<file path="src/hdl/swtm_pkg.sv">
// Package for the sliding-window trimmed mean core.
// Holds sizes, the sequencer state type and the config register indexes.
package swtm_pkg;
  localparam int MAX_WINDOW  = 64;
  localparam int SAMPLE_BITS = 16;
  localparam int AW          = $clog2(MAX_WINDOW);
  localparam int CW          = AW + 1;
  localparam int SUM_BITS    = SAMPLE_BITS + AW;
  localparam int CFG_IDX_BITS = 1;
  localparam int CFG_DATA_BITS = 7;
  localparam int TRIM_BITS   = 5;

  localparam logic [CFG_IDX_BITS-1:0] REG_WINDOW = 1'b0;
  localparam logic [CFG_IDX_BITS-1:0] REG_TRIM   = 1'b1;

  typedef enum logic [3:0] {
    ST_IDLE, ST_DROP_RD, ST_DROP_FIND, ST_DROP_SHIFT, ST_INS_RD, ST_INS_SHIFT,
    ST_SUM_RD, ST_SUM_ACC, ST_DIV, ST_OUT
  } state_t;
endpackage

</file>
<file path="src/hdl/swtm_ram.sv">
// Generic simple dual-port RAM (one write port, one read port) with registered read.
// No dependencies.
module swtm_ram #(
  parameter int WIDTH = 16,
  parameter int DEPTH = 64
) (
  input  logic                     clk,
  input  logic                     we,
  input  logic [$clog2(DEPTH)-1:0] waddr,
  input  logic [WIDTH-1:0]         wdata,
  input  logic [$clog2(DEPTH)-1:0] raddr,
  output logic [WIDTH-1:0]         rdata
);
  logic [WIDTH-1:0] mem [DEPTH];

  always_ff @(posedge clk) begin
    if (we) begin
      mem[waddr] <= wdata;
    end
    rdata <= mem[raddr];
  end
endmodule

</file>
<file path="src/hdl/sliding_window_trimmed_mean_core.sv">
// Sliding-window trimmed mean core: top level.
// Uses swtm_pkg and two swtm_ram instances (arrival ring, sorted store).
//
// Usage: samples arrive on sample/sample_valid/sample_ready, results leave on
// full_res/bad_config/mean with res_valid/res_ready. One result per sample.
// Config: cfg_we/cfg_index/cfg_data. The user must see that config is
// written only while idle; the block itself does not enforce this.
// One item at a time. Processing walks the sorted store, one memory access
// per cycle: removing the oldest sample searches, then shifts down;
// insertion compares and shifts up; the middle sum reads the kept entries;
// then a restoring divide gives one quotient bit a cycle. A shrunk window
// adds an extra drop walk for each surplus sample. A result sits in an
// output register; while the receiver stalls, no new sample is taken.
// The next sample is taken the cycle after the result transfer. Reset sets
// config to window 64 and trim 1, and clears fill count, ring pointer and
// the sequencer; memory contents are not cleared since only written entries
// are read.
module sliding_window_trimmed_mean_core (
  input  logic                                 clk,
  input  logic                                 rst,
  input  logic                                 cfg_we,
  input  logic [swtm_pkg::CFG_IDX_BITS-1:0]    cfg_index,
  input  logic [swtm_pkg::CFG_DATA_BITS-1:0]   cfg_data,
  input  logic                                 sample_valid,
  output logic                                 sample_ready,
  input  logic [swtm_pkg::SAMPLE_BITS-1:0]     sample,
  output logic                                 res_valid,
  input  logic                                 res_ready,
  output logic                                 full_res,
  output logic                                 bad_config,
  output logic [swtm_pkg::SAMPLE_BITS-1:0]     mean
);
  localparam int AW = swtm_pkg::AW;
  localparam int CW = swtm_pkg::CW;
  localparam int SB = swtm_pkg::SAMPLE_BITS;
  localparam int SUMB = swtm_pkg::SUM_BITS;

  swtm_pkg::state_t state, state_next;

  logic [6:0] window_size;
  logic [swtm_pkg::TRIM_BITS-1:0] trim_count;
  logic [CW-1:0] fill_count;
  logic [AW-1:0] oldest_pointer;
  logic [SB-1:0] cur;
  logic [CW-1:0] idx;
  logic [SUMB-1:0] acc;
  logic [CW-1:0] divisor;
  logic [SUMB-1:0] quo;
  logic [CW-1:0] rem;
  logic [4:0] bitc;
  logic bad;

  logic [CW-1:0] w_eff;
  logic [CW:0] two_t;
  always_comb begin
    if ({1'b0, window_size} > 8'(swtm_pkg::MAX_WINDOW)) w_eff = CW'(swtm_pkg::MAX_WINDOW);
    else if (window_size == '0) w_eff = CW'(1);
    else w_eff = CW'(window_size);
    two_t = (CW+1)'({trim_count, 1'b0});
  end

  // memories
  logic          ring_we, srt_we;
  logic [AW-1:0] ring_wa, ring_ra, srt_wa, srt_ra;
  logic [SB-1:0] ring_wd, ring_rd, srt_wd, srt_rd;

  swtm_ram #(.WIDTH(SB), .DEPTH(swtm_pkg::MAX_WINDOW)) u_ring (
    .clk(clk), .we(ring_we), .waddr(ring_wa), .wdata(ring_wd),
    .raddr(ring_ra), .rdata(ring_rd));
  swtm_ram #(.WIDTH(SB), .DEPTH(swtm_pkg::MAX_WINDOW)) u_sorted (
    .clk(clk), .we(srt_we), .waddr(srt_wa), .wdata(srt_wd),
    .raddr(srt_ra), .rdata(srt_rd));

  // restoring divide step
  logic [CW:0] rem_sh;
  assign rem_sh = {rem, quo[SUMB-1]};

  assign sample_ready = (state == swtm_pkg::ST_IDLE) && !res_valid;

  // next state
  always_comb begin
    state_next = state;
    unique case (state)
      swtm_pkg::ST_IDLE:
        if (sample_valid && sample_ready) begin
          if (fill_count != '0 && fill_count >= w_eff) state_next = swtm_pkg::ST_DROP_RD;
          else state_next = swtm_pkg::ST_INS_RD;
        end
      swtm_pkg::ST_DROP_RD:   state_next = swtm_pkg::ST_DROP_FIND;
      swtm_pkg::ST_DROP_FIND:
        if (srt_rd == ring_rd || idx + CW'(1) >= fill_count)
          state_next = swtm_pkg::ST_DROP_SHIFT;
      swtm_pkg::ST_DROP_SHIFT:
        if (idx + CW'(1) >= fill_count) begin
          if (fill_count - CW'(1) >= w_eff && fill_count != CW'(1))
            state_next = swtm_pkg::ST_DROP_RD;
          else state_next = swtm_pkg::ST_INS_RD;
        end
      swtm_pkg::ST_INS_RD:    state_next = swtm_pkg::ST_INS_SHIFT;
      swtm_pkg::ST_INS_SHIFT:
        if (idx == '0 || srt_rd <= cur) begin
          if (!bad && fill_count + CW'(1) == w_eff) state_next = swtm_pkg::ST_SUM_RD;
          else state_next = swtm_pkg::ST_OUT;
        end
      swtm_pkg::ST_SUM_RD:    state_next = swtm_pkg::ST_SUM_ACC;
      swtm_pkg::ST_SUM_ACC:
        if ((CW+1)'(idx) + (CW+1)'(trim_count) + (CW+1)'(1) >= (CW+1)'(w_eff))
          state_next = swtm_pkg::ST_DIV;
      swtm_pkg::ST_DIV:
        if (bitc == 5'(SUMB - 1)) state_next = swtm_pkg::ST_OUT;
      swtm_pkg::ST_OUT:       state_next = swtm_pkg::ST_IDLE;
      default:                state_next = swtm_pkg::ST_IDLE;
    endcase
  end

  // memory controls: drop walks read idx, shift writes idx-1;
  // insert walks read idx-1, shift writes idx.
  always_comb begin
    ring_we = 1'b0;
    ring_wa = AW'(oldest_pointer + AW'(fill_count));
    ring_wd = cur;
    ring_ra = oldest_pointer;
    srt_we  = 1'b0;
    srt_wa  = idx[AW-1:0];
    srt_wd  = srt_rd;
    srt_ra  = idx[AW-1:0];
    unique case (state)
      swtm_pkg::ST_DROP_RD: begin
        srt_ra = '0;
      end
      swtm_pkg::ST_DROP_FIND: begin
        srt_ra = AW'(idx + CW'(1));
      end
      swtm_pkg::ST_DROP_SHIFT: begin
        srt_we = idx != '0;
        srt_wa = AW'(idx - CW'(1));
        srt_ra = AW'(idx + CW'(1));
      end
      swtm_pkg::ST_INS_RD: begin
        ring_we = 1'b1;
        srt_ra  = AW'(idx - CW'(1));
      end
      swtm_pkg::ST_INS_SHIFT: begin
        srt_we = 1'b1;
        srt_wa = idx[AW-1:0];
        if (idx != '0 && srt_rd > cur) srt_wd = srt_rd;
        else srt_wd = cur;
        srt_ra = AW'(idx - CW'(2));
      end
      swtm_pkg::ST_SUM_RD, swtm_pkg::ST_SUM_ACC: begin
        srt_ra = AW'(idx + CW'(state == swtm_pkg::ST_SUM_ACC));
      end
      default: ;
    endcase
  end

  always_ff @(posedge clk) begin
    if (rst) begin
      state          <= swtm_pkg::ST_IDLE;
      window_size    <= 7'd64;
      trim_count     <= 5'd1;
      fill_count     <= '0;
      oldest_pointer <= '0;
      res_valid      <= 1'b0;
    end else begin
      state <= state_next;
      if (cfg_we && cfg_index == swtm_pkg::REG_WINDOW) window_size <= cfg_data;
      if (cfg_we && cfg_index == swtm_pkg::REG_TRIM)
        trim_count <= cfg_data[swtm_pkg::TRIM_BITS-1:0];
      if (res_valid && res_ready) res_valid <= 1'b0;
      unique case (state)
        swtm_pkg::ST_IDLE:
          if (sample_valid && sample_ready) begin
            cur <= sample;
            bad <= {1'b0, two_t} >= (CW+2)'(w_eff);
            idx <= fill_count;
          end
        swtm_pkg::ST_DROP_RD: idx <= '0;
        swtm_pkg::ST_DROP_FIND: idx <= idx + CW'(1);
        swtm_pkg::ST_DROP_SHIFT: begin
          if (idx + CW'(1) >= fill_count) begin
            fill_count     <= fill_count - CW'(1);
            oldest_pointer <= oldest_pointer + AW'(1);
            idx            <= fill_count - CW'(1);
          end else begin
            idx <= idx + CW'(1);
          end
        end
        swtm_pkg::ST_INS_RD: ;
        swtm_pkg::ST_INS_SHIFT: begin
          if (idx == '0 || srt_rd <= cur) begin
            fill_count <= fill_count + CW'(1);
            idx        <= CW'(trim_count);
            acc        <= '0;
          end else begin
            idx <= idx - CW'(1);
          end
        end
        swtm_pkg::ST_SUM_RD: ;
        swtm_pkg::ST_SUM_ACC: begin
          acc <= acc + SUMB'(srt_rd);
          idx <= idx + CW'(1);
          if ((CW+1)'(idx) + (CW+1)'(trim_count) + (CW+1)'(1) >= (CW+1)'(w_eff)) begin
            quo     <= acc + SUMB'(srt_rd);
            rem     <= '0;
            bitc    <= '0;
            divisor <= CW'((CW+1)'(w_eff) - two_t);
          end
        end
        swtm_pkg::ST_DIV: begin
          bitc <= bitc + 5'(1);
          if (rem_sh >= {1'b0, divisor}) begin
            rem <= CW'(rem_sh - {1'b0, divisor});
            quo <= {quo[SUMB-2:0], 1'b1};
          end else begin
            rem <= rem_sh[CW-1:0];
            quo <= {quo[SUMB-2:0], 1'b0};
          end
        end
        swtm_pkg::ST_OUT: res_valid <= 1'b1;
        default: ;
      endcase
      if (state == swtm_pkg::ST_INS_SHIFT && (idx == '0 || srt_rd <= cur)) begin
        full_res   <= !bad && fill_count + CW'(1) == w_eff;
        bad_config <= bad;
        mean       <= '0;
      end
      if (state == swtm_pkg::ST_DIV && bitc == 5'(SUMB - 1)) begin
        mean <= (rem_sh >= {1'b0, divisor}) ? SB'({quo[SUMB-2:0], 1'b1})
                                            : SB'({quo[SUMB-2:0], 1'b0});
      end
    end
  end
endmodule

</file>
<file path="config.mk">
export PLATFORM = sky130hd
export DESIGN_NAME = sliding_window_trimmed_mean_core
export DESIGN_NICKNAME = d
export VERILOG_FILES = /design/src/hdl/swtm_pkg.sv /design/src/hdl/swtm_ram.sv /design/src/hdl/sliding_window_trimmed_mean_core.sv
export SDC_FILE = /design/constraint.sdc
export NUM_CORES = 2
export LEC_CHECK = 0
export ABC_AREA = 0
export BUFFER_PORTS_ARGS = -buffer_cell sky130_fd_sc_hd__buf_4
export CAP_MARGIN = 0
export CORE_ASPECT_RATIO = 0.75
export CORE_UTILIZATION = 45
export CTS_CLUSTER_DIAMETER = 80
export DETAILED_ROUTE_END_ITERATION = 16
export GPL_TIMING_DRIVEN = 1
export SLEW_MARGIN = 30
export SYNTH_ARGS = -nofsm -noshare
export SYNTH_HDL_FRONTEND = slang
export SYNTH_HIERARCHICAL = 1
export SYNTH_SLANG_ARGS = --single-unit
export TNS_END_PERCENT = 100
</file>
<file path="constraint.sdc">
create_clock -name clk -period 8.15 [get_ports clk]
set_clock_uncertainty 0.2 [all_clocks]
set_input_delay 0.815 -clock clk [delete_from_list [all_inputs] [get_ports clk]]
set_output_delay 0.815 -clock clk [all_outputs]
set_load 0.01 [all_outputs]
</file>
==> metrics.md <==
| Metric | Value |
|---|---|
| I/O pin count | `just under 50` |
| Grt ovf | `0` |
| Net Sw Power | `approximately 12 mW` |
| DIE AREA | `between 200,000 and 250,000 sq um` |
| Worst Path Required | `8610 ps` |
| Power Total | `approximately 35 mW` |
| Startpoint Class | `register` |
| Final instance count without filler cells | `between 7,000 and 8,000` |
| Drt first pass iters | `6` |
| Fin. max-slew vios | `0` |
| DP HPWL | `142,000 um` |
| Placed Area | `between 90,000 and 100,000 sq um` |
| Antenna violations before repair | `11` |
| Post-CTS Setup Bufs | `0` |
| Layout area overhead | `12.5%` |
| Worst Tran Pin Value | `1000 ps` |
| Top_reg_cell synth | `edfxtp_1` |
| Cell Area, Synth | `roughly 90,000 sq um` |
| Final ANT Viol Nets | `0` |
| TNS Setup | `0 ps` |
| Worst setup margin | `roughly 1900 ps` |
| Vias in the first global route | `between 40,000 and 50,000` |
| Syn_nets | `between 4,000 and 5,000` |
| Final Hold Slack | `a little over 60 ps` |
| CTS max path bufs | `3` |
| Arr. time, crit path | `~6700 ps` |
| Final Setup Violations | `0` |
| Hold endpoint | `window_size[2]` |
| End of the worst register-to-register path | `u_sorted/rdata[0]` |
| Crit path top cell by count | `buf_4` |
| Initial Util | `approximately 45%` |
| CTS Hold Bufs | `18` |
| Largest area contributor in the netlist | `edfxtp_1` |
| Final period util | `76.7%` |
| Worst setup EP type | `register` |
| EDFF count, synth | `~2,200` |
| I/O Buffers | `48` |
| Worst-case vdd ir drop | `between 500 and 600 uV` |
| CP cell instances | `inv_1 -> nor3_1 -> nand2_1 -> buf_4 -> inv_1 -> ha_1 -> nand2_1 -> o21ai_0 -> a22oi_1 -> o22ai_4 -> buf_4 -> buf_4 -> mux4_2 -> mux2_2 -> a221oi_1 -> a311oi_1` |
| Cell Int Power | `~23 mW` |
| Status | `finished, final reports clean` |
| Period minus WS final | `6250 ps` |
| Core area | `197,000 sq um` |
| Hold Crit Class | `in -> reg` |
| Fin. Hold Viols | `0` |
| Largest net degree at the start of global routing | `around 120` |
| Share of the yosys chip area belonging to registers | `between 70% and 80%` |
| Via count | `roughly 47,000` |
| Routability-driven placement congestion ratio | `roughly 0.9` |
| Critical path class | `reg -> reg` |
| Final instance area | `about 100,000 sq um` |
| Max-slew headroom | `between 30 and 40%` |
| Max_cap viols | `0` |
| Peak Freq | `160 MHz` |
| Share of cells above drive strength 1 | `roughly 22%` |
| First-pass GRT wire length | `~330,000 um` |
| Fin util | `51.1%` |
| Post-synthesis register bit count | `2,215` |
| TritonCTS clock tree | `done` |
| Most frequent cell after synthesis | `edfxtp_1` |
| Root buffer cell | `clkbuf_16` |
| Via density | `about 6` |
| Rows | `141` |
| Reg power frac | `40.8%` |
| RSZ-0062 raised after global routing | `no` |
| Cells after DPL | `between 7,000 and 8,000` |
| Post-synth top cells | `edfxtp_1 (2,153), mux4_2 (440), nor2_1 (248)` |
| Slowest-stage cell, CP | `nor3_1` |
| Total wire length | `~230,000 um` |
| Reg2reg setup slack | `1900 ps` |
| FFs w/ async S/R, synth | `0%` |
| Die Y | `389 um` |
| Worst Hold Path Cells | `3` |
| Leakage power | `31.7 nW` |
| Clk Latency, worst-skew pair | `840 ps` |
| Clk pin slew, worst setup/hold paths | `60 ps` |
| Worst reg2reg startpoint | `state[2]` |
| Sw frac | `33.6%` |
| Synth top area share | `about 72%` |
| H-Tree Depth | `4` |
| DRC viols | `0` |
| Yosys warnings | `6` |
| Post-Place Setup Slack | `roughly 2000 ps` |
| Wire per inst | `roughly 29 um` |
| Power per cell area | `around 350 nW/um^2` |
| Mapped Cells | `about 4,700` |
| GRT Overall Usage | `between 20% and 30%` |
| Die W | `between 500 and 600 um` |
| Peak fanout along the critical path | `32` |
| Largest cells by area after synthesis | `edfxtp_1 (72%), mux4_2 (11%), mux2i_1 (2.0%)` |
| Nets@finish | `5,078` |
| Worst stage delay on the critical path | `650 ps` |
| CTS resizes | `0` |
| CTS sink count | `between 2,000 and 2,500` |
| Hold_sp | `cfg_data[2]` |
| Detailed Route Iter0 Violations | `around 6,200` |
| Unique masters post-synth | `85` |
| Logic gate share of total power | `about a third` |
| Worst R2R Path Depth | `16` |
| Syn Area/Cell | `between 15 and 20 sq um` |
| Number of CTS-inserted buffers | `~210` |
| Clk pwr share | `27.1%` |
cell families (layout without fill, tap and decap cells):
kind of cell / count (synthesis) / after routing / share of synthesized area [%]
compound gates: 514 / 514 / 4.00
mux: 683 / 683 / 14.0
simple gates: 758 / 758 / 4.02
flops: 2215 / 2215 / 73.5
xor+xnor: 91 / 91 / 0.889
other cells: 0 / 2 / 0
buf+inv: 325 / 773 / 2.15
fa+ha+maj: 100 / 100 / 1.44
metal layers:
metal	share of wire, %	vias to the layer above	global-route usage [%]
li1	-	19600	-
met3	11	280	5.67
met5	0.0062	-	0
met1	46	24500	36.4
met2	42	2153	30.9
met4	1.7	2	4.43
cells in the final DEF, fill, tap and decap left out, types with 23 or more instances in the layout:
cell type | synthesis | layout
a31oi_1 | 27 | 27
nor2b_1 | 73 | 66
xor2_1 | 30 | 30
nand3_1 | 75 | 75
clkinv_2 | 0 | 39
nand2_1 | 208 | 207
nor2_1 | 248 | 236
a221oi_1 | 38 | 37
mux2_2 | 54 | 54
a21oi_1 | 95 | 92
o21ai_0 | 69 | 66
a22oi_1 | 82 | 82
clkinv_1 | 0 | 68
clkbuf_16 | 0 | 214
ha_1 | 95 | 95
dfxtp_1 | 62 | 57
xnor2_1 | 61 | 59
nand4_1 | 35 | 35
clkbuf_1 | 77 | 43
buf_4 | 28 | 260
mux2i_1 | 181 | 181
inv_1 | 76 | 76
a211oi_1 | 23 | 23
mux4_2 | 440 | 440
edfxtp_1 | 2153 | 2153
layout make-up:
type	count	area, sq um
Timing Repair Buffer	293	2470
Fill cell	15700	96600
Tap cell	2645	3310
Inverter	81	304
Clock buffer	259	5540
Sequential cell	2215	65900
Multi-Input combinational cell	2146	22200
Clock inverter	140	1130
Antenna cell	2	5.00
sequential cells by signal, summed over array words and instances (netlist names):
signal / cells
acc: 22
bitc: 5
u_sorted/rdata: 16
oldest_pointer: 6
res_valid: 1
u_ring/rdata: 16
full_res: 1
divisor: 7
state: 4
u_ring/mem: 1024
quo: 22
fill_count: 7
rem: 7
u_sorted/mem: 1024
cur: 16
window_size: 7
idx: 7
bad_config: 1
mean: 16
bad: 1
trim_count: 5
power groups by stage:
stage,Sequential (mW),Clock [mW],Combinational [mW]
after floorplan,14.4,0,7.36
after global placement,14.5,0,10.9
after detailed placement,14.5,0,11.1
after CTS,14.2,9.60,11.2
after global routing,14.2,10.0,11.9
final,14.2,9.43,11.2
critical path, delay by kind of cell (launching register included):
family	cells	cell delay [ps]
fa+ha+maj	1	180
flops	1	540
buf+inv	5	2000
compound gates	5	1420
mux	2	860
simple gates	3	840
worst max-delay path by stage:
stage               startpoint                  to  slack, ps  cells after the start
global placement      state[2]  u_sorted/rdata[11]       2100                     15
global route          state[2]   u_sorted/rdata[0]       1540                     16
CTS                   state[2]   u_sorted/rdata[0]       2020                     16
finish                state[2]   u_sorted/rdata[0]       1900                     16
floorplan               cur[1]  u_sorted/mem[0][0]       2020                      9
detailed placement    state[2]   u_sorted/rdata[0]       2000                     16
(Power assumes the default switching activity.)
